File: src/kjp_pkg.sv
// ----------------------------------------------------------------------------
// kjp_pkg
// Shared types and constants for the keyboard and joystick port block.
// ----------------------------------------------------------------------------
package kjp_pkg;

  localparam int KEY_ROWS = 8;

  localparam logic MODE_READ  = 1'b0;
  localparam logic MODE_WRITE = 1'b1;

  localparam logic [7:0] PORT_JOY_A    = 8'h1F;
  localparam logic [7:0] PORT_JOY_B    = 8'h7F;
  localparam logic [7:0] PORT_PRINTER  = 8'hFB;
  localparam logic [7:0] PORT_KEY_ROW  = 8'h7E;
  localparam logic [7:0] PORT_BORDER   = 8'hFE;
  localparam logic [7:0] PORT_NMI      = 8'hFF;

  localparam logic [7:0] RST_JOY_A   = 8'hFF;
  localparam logic [7:0] RST_JOY_B   = 8'h00;
  localparam logic [7:0] RST_PRINTER = 8'h40;
  localparam logic [7:0] RST_BORDER  = 8'hFF;
  localparam logic [7:0] RST_NMI     = 8'h00;
  localparam logic [7:0] RST_KEY_ROW = 8'hFF;
  localparam logic [7:0] IDLE_BYTE   = 8'hFF;

  typedef struct packed {
    logic       mode;
    logic [7:0] port;
    logic [7:0] row_select;
    logic [7:0] write_data;
  } kjp_access_t;

  typedef struct packed {
    logic [7:0] read_data;
    logic       port_matched;
    logic [7:0] nmi_value;
  } kjp_result_t;

endpackage

File: src/kjp_port_file.sv
// ----------------------------------------------------------------------------
// kjp_port_file
// Port latches and keyboard row store, with the address decode for one
// transaction and the result it produces.
// ----------------------------------------------------------------------------
module kjp_port_file (
  input  logic                clk,
  input  logic                rst_n,
  input  logic                commit,
  input  kjp_pkg::kjp_access_t acc,
  output kjp_pkg::kjp_result_t res
);

  logic [7:0] joy_a_r;
  logic [7:0] joy_b_r;
  logic [7:0] printer_r;
  logic [7:0] border_r;
  logic [7:0] nmi_r;
  logic [7:0] key_rows_r [kjp_pkg::KEY_ROWS];

  logic       wr_joy_a;
  logic       wr_joy_b;
  logic       wr_printer;
  logic       wr_border;
  logic       wr_nmi;
  logic       wr_key;
  logic       key_found;
  logic [2:0] key_row;
  logic [7:0] key_and;
  logic [7:0] rd_data;
  logic       hit;

  always_comb begin
    key_found = 1'b0;
    key_row   = '0;
    key_and   = kjp_pkg::IDLE_BYTE;
    for (int r = 0; r < kjp_pkg::KEY_ROWS; r++) begin
      if (!acc.row_select[kjp_pkg::KEY_ROWS-1-r]) begin
        key_and = key_and & key_rows_r[r];
        if (!key_found) begin
          key_found = 1'b1;
          key_row   = 3'(r);
        end
      end
    end
  end

  always_comb begin
    wr_joy_a   = 1'b0;
    wr_joy_b   = 1'b0;
    wr_printer = 1'b0;
    wr_border  = 1'b0;
    wr_nmi     = 1'b0;
    wr_key     = 1'b0;
    rd_data    = kjp_pkg::IDLE_BYTE;
    hit        = 1'b1;
    if (acc.mode == kjp_pkg::MODE_WRITE) begin
      case (acc.port)
        kjp_pkg::PORT_JOY_A:   wr_joy_a   = 1'b1;
        kjp_pkg::PORT_JOY_B:   wr_joy_b   = 1'b1;
        kjp_pkg::PORT_PRINTER: wr_printer = 1'b1;
        kjp_pkg::PORT_BORDER:  wr_border  = 1'b1;
        kjp_pkg::PORT_NMI:     wr_nmi     = 1'b1;
        kjp_pkg::PORT_KEY_ROW: wr_key     = key_found;
        default:               hit        = 1'b0;
      endcase
    end else begin
      case (acc.port)
        kjp_pkg::PORT_JOY_A:   rd_data = joy_a_r;
        kjp_pkg::PORT_JOY_B:   rd_data = joy_b_r;
        kjp_pkg::PORT_PRINTER: rd_data = printer_r;
        kjp_pkg::PORT_KEY_ROW: rd_data = border_r;
        kjp_pkg::PORT_BORDER:  rd_data = key_and;
        default:               hit     = 1'b0;
      endcase
    end
  end

  assign res.read_data    = rd_data;
  assign res.port_matched = hit;
  assign res.nmi_value    = wr_nmi ? acc.write_data : nmi_r;

  always_ff @(posedge clk) begin
    if (!rst_n) begin
      joy_a_r   <= kjp_pkg::RST_JOY_A;
      joy_b_r   <= kjp_pkg::RST_JOY_B;
      printer_r <= kjp_pkg::RST_PRINTER;
      border_r  <= kjp_pkg::RST_BORDER;
      nmi_r     <= kjp_pkg::RST_NMI;
      for (int r = 0; r < kjp_pkg::KEY_ROWS; r++) begin
        key_rows_r[r] <= kjp_pkg::RST_KEY_ROW;
      end
    end else if (commit) begin
      if (wr_joy_a) begin
        joy_a_r <= acc.write_data;
      end
      if (wr_joy_b) begin
        joy_b_r <= acc.write_data;
      end
      if (wr_printer) begin
        printer_r <= acc.write_data;
      end
      if (wr_border) begin
        border_r <= acc.write_data;
      end
      if (wr_nmi) begin
        nmi_r <= acc.write_data;
      end
      if (wr_key) begin
        key_rows_r[key_row] <= acc.write_data;
      end
    end
  end

endmodule

File: src/keyboard_joystick_port_block_top.sv
// ----------------------------------------------------------------------------
// keyboard_joystick_port_block_top
// Emulated I/O port block for a keyboard and joystick interface.
//
// Each input transaction is one bus access (mode, port, row_select,
// write_data); each produces exactly one output transaction carrying the read
// byte, a port-hit flag and the current NMI register.
// Both channels use valid and ready. An accepted access is held in an input
// register and decoded against the latches as it leaves that register; its
// result is loaded into the output register, and out_valid rises to present
// it to the receiver. Latches are updated as the access
// leaves the input register, so accesses take effect strictly in order.
// Throughput is one transaction per cycle while out_ready stays high. When the
// receiver stalls, the result is held in the output register and one further
// access may wait in the input register; in_ready then falls until the output
// register drains.
// Reset loads every latch and keyboard row with its default value and empties
// both registers; the block accepts an access in the first cycle after reset.
// ----------------------------------------------------------------------------
module keyboard_joystick_port_block_top (
  input  logic       clk,
  input  logic       rst_n,
  input  logic       in_valid,
  output logic       in_ready,
  input  logic       in_mode,
  input  logic [7:0] in_port,
  input  logic [7:0] in_row_select,
  input  logic [7:0] in_write_data,
  output logic       out_valid,
  input  logic       out_ready,
  output logic [7:0] out_read_data,
  output logic       out_port_matched,
  output logic [7:0] out_nmi_value
);

  logic                 acc_valid_r;
  kjp_pkg::kjp_access_t acc_r;
  logic                 out_valid_r;
  kjp_pkg::kjp_result_t res_r;
  kjp_pkg::kjp_result_t res_nxt;
  logic                 advance;

  assign advance  = acc_valid_r && (!out_valid_r || out_ready);
  assign in_ready = !acc_valid_r || advance;

  always_ff @(posedge clk) begin
    if (!rst_n) begin
      acc_valid_r <= 1'b0;
    end else if (in_ready) begin
      acc_valid_r <= in_valid;
    end
  end

  always_ff @(posedge clk) begin
    if (in_valid && in_ready) begin
      acc_r.mode       <= in_mode;
      acc_r.port       <= in_port;
      acc_r.row_select <= in_row_select;
      acc_r.write_data <= in_write_data;
    end
  end

  kjp_port_file u_port_file (
    .clk    (clk),
    .rst_n  (rst_n),
    .commit (advance),
    .acc    (acc_r),
    .res    (res_nxt)
  );

  always_ff @(posedge clk) begin
    if (!rst_n) begin
      out_valid_r <= 1'b0;
    end else if (!out_valid_r || out_ready) begin
      out_valid_r <= acc_valid_r;
    end
  end

  always_ff @(posedge clk) begin
    if (advance) begin
      res_r <= res_nxt;
    end
  end

  assign out_valid        = out_valid_r;
  assign out_read_data    = res_r.read_data;
  assign out_port_matched = res_r.port_matched;
  assign out_nmi_value    = res_r.nmi_value;

endmodule

File: config.mk
export PLATFORM = sky130hd
export DESIGN_NAME = keyboard_joystick_port_block_top
export DESIGN_NICKNAME = d
export VERILOG_FILES = /design/src/kjp_pkg.sv /design/src/kjp_port_file.sv /design/src/keyboard_joystick_port_block_top.sv
export SDC_FILE = /design/constraint.sdc
export NUM_CORES = 1
export LEC_CHECK = 0
export BUFFER_PORTS_ARGS = -buffer_cell sky130_fd_sc_hd__buf_2
export CAP_MARGIN = 10
export CORE_MARGIN = 2
export CORE_UTILIZATION = 23
export CTS_CLUSTER_DIAMETER = 100
export CTS_CLUSTER_SIZE = 30
export DETAILED_ROUTE_END_ITERATION = 10
export PLACE_DENSITY = 0.47
export SYNTH_ARGS = -nofsm -noshare
export SYNTH_HDL_FRONTEND = slang
export SYNTH_SLANG_ARGS = --single-unit
File: constraint.sdc
create_clock -name clk -period 2.8 [get_ports clk]
set_input_delay 0.28 -clock clk [delete_from_list [all_inputs] [get_ports clk]]
set_output_delay 0.28 -clock clk [all_outputs]
set_load 0.01 [all_outputs]
==> summary.md, run 1 <==
| Metric | Value |
|---|---|
| DRC Markers | 0 |
| CTS root buffer | clkbuf_16 |
| I/O Buffers | 47 |
| Synthesized Nets | 551 |
| Total CTS buffers | 17 |
| Post-route clock period utilization | 80.9% |
| Final Hold Viols | 0 |
| Avg WL per Cell | about 19 µm |
| Area added between synthesis and finish | 19.4% |
| Worst-path fanout max | 10 |
| Synth Flop Type | edfxtp_1 |
| Hold WC Path Type | input pin to register |
| Clock Pin Slew Worst Setup and Hold Paths | 0.06 ns |
| Initial DRC Count | 531 |
| Sink Count | between 100 and 150 |
| Cell Rows | 60 |
| Starting Density | 23.4% |
| Antenna violations before repair | 0 |
| Final ANT Viol Nets | 0 |
| Yosys cell types | 38 |
| Min Tclk post-route | around 2.3 ns |
| Vias in the first global route | approximately 4300 |
| Sequential share of the synthesized area | 63.5% |
| FMAX | 442 MHz |
| Hold WS | 0.0275 ns |
| Crit-path cells | buf_4, nor3b_1, a21oi_1, o21ai_1, nand4_1 |
| Synth warn | 0 |
| Setup TNS | 0 ns |
| Overflow after GRT | 0 |
| DR vias | 4331 |
| Hpwl dp | 12.1 mm |
| Critical-path top delay cell | o21ai_1 |
| Cell family with most CP delay | compound AO/OA/AOI/OAI gates |
| Share of the synthesized area in the top cell type | 50.2% |
| Total wire length | about 17 mm |
| RSZ-0062 raised after global routing | false |
| Power Internal | about 3.7 mW |
| Combinational share of power | 3.9% |
| Layout cell share with drive strength beyond 1 | approximately a quarter |
| Post-synthesis area per instance | 12.1 µm² |
| Arrival @ worst endpoint | 2.34 ns |
| GR Util All Layers | 12.5% |
| Largest net degree at the start of global routing | 67 |
| Worst Setup End Kind | register |
| Max transition margin | 54.2% |
| Finish-stage setup viols | 0 |
| Number of synthesized flops with an enable pin | 106 |
| Met2 Usage GRT | 18.5% |
| # nets final | 601 |
| Busiest grt layer | met2 |
| Met1 GRT Util | 17.5% |
| Seq cells post-synth | 148 |
| Slew of the pin with the lowest slew margin | around 0.69 ns |
| Max incr delay on CP | 0.54 ns |
| Fraction of registers with async set/reset | 0% |
| CP Launch Type | register |
| Largest cells by area after synthesis | edfxtp_1 50%, dfxtp_1 13%, mux2i_1 3.8% |
| Maximum VDD drop | ~420 µV |
| Total power | roughly 4.8 mW |
| Sw Pwr | 1.16 mW |
| CTS tree | built |
| Post-CTS Hold Buffers | 0 |
| Clock tree buffer depth | 2 |
| Core area | 27000 µm² |
| Final Util | 28.0% |
| Max cap viols | 0 |
| Clock Latency Late Sink | 0.43 ns |
| Final WS setup | 0.535 ns |
| Status | completed |
| Max-slew violations | 0 |
| Clock power share | between 40 and 50% |
| Seq pwr share | around half |
| Die H | 170 µm |
| First-pass GRT wire length | 26.5 mm |
| GP Congestion | between 0.8 and 0.9 |
| WP buf/inv | 1 |
| Htree depth | 4 |
| Postcts setup bufs | 0 |
| Clock skew | 0.00964 ns |
| Cells after synthesis | 522 |
| Leakage power | 2.38 nW |
| Crit path kind | register to register |
| Vias per cell | 4.68 |
| DP Worst Slack | 0.588 ns |
| IO Pins | 48 |
| Switching share of power | 24.0% |
| Number of gates resized after cts | 0 |
| Met3 global-route usage | 2.86% |
| Worst EP required | 2.88 ns |
| DR pass1 iterations | 5 |
| Antenna cell count | 0 |
| Die area | 28900 µm² |
| Post-Syn Area | 6340 µm² |
| Cell taking the most area after synthesis | edfxtp_1 |
| Die W | 170 µm |
| Pwr/cell area | 637 nW/µm² |
[sequential cells by signal, summed over array words and instances, names as in the netlist]
| register | flops |
|---|---|
| acc_r | 25 |
| acc_valid_r | 1 |
| out_nmi_value | 8 |
| out_port_matched | 1 |
| out_read_data | 8 |
| out_valid | 1 |
| u_port_file.border_r | 8 |
| u_port_file.joy_a_r | 8 |
| u_port_file.joy_b_r | 8 |
| u_port_file.key_rows_r | 64 |
| u_port_file.nmi_r | 8 |
| u_port_file.printer_r | 8 |
[cell usage in the layout, fill, tap and decap left out, drive strengths merged, types with 3 or more instances in the layout]
cell type	count
a21oi	10
and2	4
and3	11
buf	66
clkbuf	18
clkinv	5
dfxtp	42
edfxtp	106
inv	8
mux2	16
mux2i	24
nand2	43
nand2b	27
nand3	27
nand4	14
nand4b	4
nor2b	21
nor3	5
nor3b	11
nor4	8
nor4b	3
o21ai	27
o22ai	32
or2	41
[area by class of cell]
type,instances,area (µm²)
fill,2798,19500
sequential,148,4020
multi-input combinational,339,2170
clock buffer,18,450
tap,341,427
timing repair buffer,66,378
clock inverter,14,118
[per-stage QoR]
| step | std cells | area (µm²) |
|---|---|---|
| 2_1_floorplan | 522 | 6340 |
| 3_3_place_gp | 894 | 7000 |
| 3_5_place_dp | 894 | 7000 |
| 4_1_cts | 926 | 7570 |
| 5_1_grt | 926 | 7570 |
| 6_report | 926 | 7570 |
[cell families after synthesis]
kind of cell	after synthesis	synth area share (%)
AOI/OAI and AO/OA	73	6.59
buffers and inverters	35	2.27
DFF	148	63.5
muxes	40	6.63
and+or+nand+nor	226	21.0
[power by group through the flow]
stage	Clock (mW)	Sequential (mW)	Combinational [mW]
after CTS	2.24	2.45	0.190
after detailed placement	0	2.50	0.189
after floorplan	0	2.45	0.125
final	2.18	2.45	0.188
after global placement	0	2.50	0.186
after global routing	2.33	2.45	0.207
[metal layers]
layer / wire (µm) / up-vias / part of all wire (%)
met4: 393 / 0 / 2.2
met5: 0 / - / 0
met1: 8310 / 2105 / 48
li1: - / 2039 / -
met2: 7730 / 160 / 44
met3: 1060 / 27 / 6.1
[synthesized netlist by cell type, types with 3 or more instances]
cell and count:
a21oi_1 10, nand2_1 42, nand2b_1 27, nor3b_1 11, mux2_2 16, nor2b_1 21
buf_2 4, clkbuf_1 30, dfxtp_1 42, edfxtp_1 106, o22ai_1 32, or2_1 8
or2_2 32, nand3_1 27, o21ai_0 26, and3_1 11, nor3_1 3, nor4_1 8
nand4_1 14, nand4b_1 4, and2_1 4, mux2i_1 24
[worst paths after layout]
check / slack [ns] / start / cells after the start / end
hold reg to reg: 0.46 / u_port_file.nmi_r[6] / 2 / u_port_file.nmi_r[6]
setup reg to reg: 0.54 / acc_r[16] / 5 / out_read_data[7]
setup / recovery: 0.54 / acc_r[16] / 5 / out_read_data[7]
hold / removal: 0.03 / in_write_data[0] / 1 / acc_r[0]
No activity file was read; power rests on OpenSTA's default activity.
==> run 2: changes to the inputs <==
--- a/config.mk
+++ b/config.mk
@@ -12,7 +12,7 @@
 export CTS_CLUSTER_DIAMETER = 100
 export CTS_CLUSTER_SIZE = 30
 export DETAILED_ROUTE_END_ITERATION = 10
-export PLACE_DENSITY = 0.47
+export PLACE_DENSITY = 0.48
 export SYNTH_ARGS = -nofsm -noshare
 export SYNTH_HDL_FRONTEND = slang
 export SYNTH_SLANG_ARGS = --single-unit
==> constraint.sdc (replaced) <==
create_clock -name clk -period 1.9 [get_ports clk]
set_input_delay 0.19 -clock clk [delete_from_list [all_inputs] [get_ports clk]]
set_output_delay 0.19 -clock clk [all_outputs]
set_load 0.01 [all_outputs]
==> run 2 against run 1 <==
Effect of this change: the flow now finishes with violations (negative setup slack); design area increased by 8.3%; flip-flop and latch count did not move; sequential share of layout area decreased by 4.1 points; worst hold slack improved by 0.0048 ns; critical path type unchanged; largest power group unchanged; highest routed layer unchanged.
==> summary.md, run 2 (synthesis gave the netlist of run 1 again) <==
| Metric | Value |
|---|---|
| Cell Rows | 60 (unchanged) |
| Antenna violations before repair | 0 (unchanged) |
| CTS tree | built |
| Initial DRC Count | 399 (-25%) |
| Final non-filler cell total | 987 (+6.6%) |
| Min Tclk post-route | 1.98 ns (-0.283 ns) |
| Leakage power | 2.67 nW (+12%) |
| Crit path kind | register to register |
| Dpl cells | 917 (+2.6%) |
| Htree depth | 4 (unchanged) |
| Max cap viols | 0 (unchanged) |
| Maximum VDD drop | 608 µV (+45%) |
| DR vias | 4481 (+3.5%) |
| Worst Setup End Kind | register |
| FMAX | 505 MHz (+14%) |
| Total CTS buffers | 17 (unchanged) |
| Post-route clock period utilization | 104% (+23 points) |
| Final ANT Viol Nets | 0 (unchanged) |
| Pwr/cell area | 866 nW/µm² (+36%) |
| Starting Density | 23.4% (unchanged) |
| Core area | 27000 µm² (unchanged) |
| I/O Buffers | 47 (unchanged) |
| GR Util All Layers | 12.7% (+0.18 points) |
| Layout cell share with drive strength beyond 1 | 30.7% (+4.5 points) |
| Die area | 28900 µm² (unchanged) |
| IO Pins | 48 (unchanged) |
| Area added between synthesis and finish | 29.3% |
| Status | finished, violations left |
| Largest register FFs | 64 (unchanged) |
| Total wire length | 17.9 mm (+2.3%) |
| Clock Pin Slew Worst Setup and Hold Paths | 0.06 ns (about the same) |
| CP Launch Type | register |
| Final Util | 30.3% (+2.3 points) |
| Worst EP required | 2.07 ns (-0.81 ns) |
| Met3 global-route usage | 2.84% (-0.023 points) |
| Max incr delay on CP | 0.48 ns (-0.06 ns) |
| # nets final | 662 (+10%) |
| First-pass GRT wire length | 26.8 mm (+1.3%) |
| GP Congestion | 0.855 (+0.69%) |
| Crit-path cells | nand4b_1, buf_4, or2_4, or4_4, or2_1 |
| Largest net degree at the start of global routing | 67 (unchanged) |
| Design Area, Final | 8190 µm² (+8.3%) |
| Die H | 170 µm (unchanged) |
| Max-slew violations | 0 (unchanged) |
| Final WS setup | -0.0815 ns (-0.617 ns) |
| Worst-path fanout max | 5 (-5) |
| Hold WC Path Type | input pin to register |
| Busiest grt layer | met2 |
| DRC Markers | 0 (unchanged) |
| Clock Latency Late Sink | 0.42 ns (about the same) |
| Slew of the pin with the lowest slew margin | 0.757 ns (+0.0692 ns) |
| Critical-path top delay cell | or4_4 |
| Max transition margin | 49.6% (-4.6 points) |
| Top reg by flops | u_port_file.key_rows_r |
| Vias per cell | 4.54 (-2.9%) |
| Final Hold Viols | 0 (unchanged) |
| Met1 GRT Util | 17.3% (-0.23 points) |
| WP buf/inv | 1 (unchanged) |
| Sink Count | 148 (unchanged) |
| Clock skew | 0.0123 ns (+0.00263 ns) |
| Most frequent cells in the layout | 106 x edfxtp_1, 49 x buf_4, 47 x buf_2 |
| Placed cell area | 7250 µm² (+3.6%) |
| Failing checks | negative setup slack |
| Most common cell after layout, fill and taps aside | edfxtp_1 |
| Clock tree buffer depth | 2 (unchanged) |
| Avg WL per Cell | 18.1 µm (-4.1%) |
| RSZ-0062 raised after global routing | true |
| Hpwl dp | 12.2 mm (+1.3%) |
| Number of fill cells | 2729 (-2.5%) |
| Arrival @ worst endpoint | 2.15 ns (-0.19 ns) |
| Die W | 170 µm (unchanged) |
| Top Registers | u_port_file.key_rows_r: 64 flops, acc_r: 25 flops |
| Cell family with most CP delay | simple AND/OR/NAND/NOR gates |
| DR pass1 iterations | 7 (+2) |
| Overflow after GRT | 0 (unchanged) |
| Finish-stage setup viols | 8 (+8) |
| Antenna cell count | 0 (unchanged) |
| Setup TNS | -0.357 ns (-0.357 ns) |
| CTS root buffer | clkbuf_16 |
| Met2 Usage GRT | 19.2% (+0.71 points) |
| Vias in the first global route | 4452 (+2.6%) |
## run 2: cell types whose count changed in the layout (fill, tap and decap cells not counted), sizes merged
cell,before,now
buf,66,101
clkinvlp,1,2
inv,8,2
clkbuf,18,19
or4,2,3
dlygate4sd3,0,25
clkinv,5,8
bufinv,0,1
## run 2: path summary, 6_finish.rpt
check / start / endpoint / slack [ns] / cells past startpoint
min: in_valid / acc_valid_r / 0.03 / 3
min reg2reg: u_port_file.nmi_r[7] / u_port_file.nmi_r[7] / 0.46 / 2
max: acc_r[23] / u_port_file.key_rows_r[2][2] / -0.08 / 5
max reg2reg: acc_r[23] / u_port_file.key_rows_r[2][2] / -0.08 / 5
## run 2: cell type report
type / instances / area [µm²] / share of cell area (%)
Clock inverter: 13 / 109 / 1.33
Clock buffer: 19 / 433 / 5.28
Multi-Input combinational cell: 340 / 2270 / 27.8
Sequential cell: 148 / 4020 / 49.1
Timing Repair Buffer: 126 / 927 / 11.3
Tap cell: 341 / 427 / 5.21
## run 2: metal layers
metal | share of wire, % | wire [µm] | up-vias
met4 | 3.0 | 528 | 0
met1 | 48 | 8510 | 2161
li1 | - | - | 2155
met5 | 0 | 0 | -
met2 | 45 | 8070 | 138
met3 | 4.4 | 779 | 27
## run 2: metrics by stage
step / worst slack (ns) / hold slack, ns / power (mW)
global placement: -0.0658 / 0.368 / 4.00
finish: -0.0815 / 0.0323 / 7.09
CTS: -0.0720 / 0.0203 / 7.14
detailed placement: -0.113 / 0.369 / 4.00
floorplan: -0.0271 / 0.289 / 3.80
global route: -0.133 / 0.0282 / 7.34
## run 2: report_power, final
part,switching [mW],internal (mW),total [mW],leakage (nW)
logic,0.218,0.175,0.393,1.23
registers,0.0796,3.51,3.59,1.17
clock network,1.32,1.79,3.11,0.265
## run 2: worst register-to-register path, delay by kind of cell, from the launching register on
kind | cells | cell delay (ns)
DFF | 1 | 0.38
and+or+nand+nor | 4 | 1.19
buffers and inverters | 1 | 0.16
## run 2: what timing repair did
action | in CTS | in global routing
hold buffers | 25 | 0
setup endpoints to repair | 63 | 92
resized for setup | 5 | 13
pin swaps | 3 | 4
setup buffers | 6 | 7
hold endpoints to repair | 25 | 0
cloned | 1 | 0
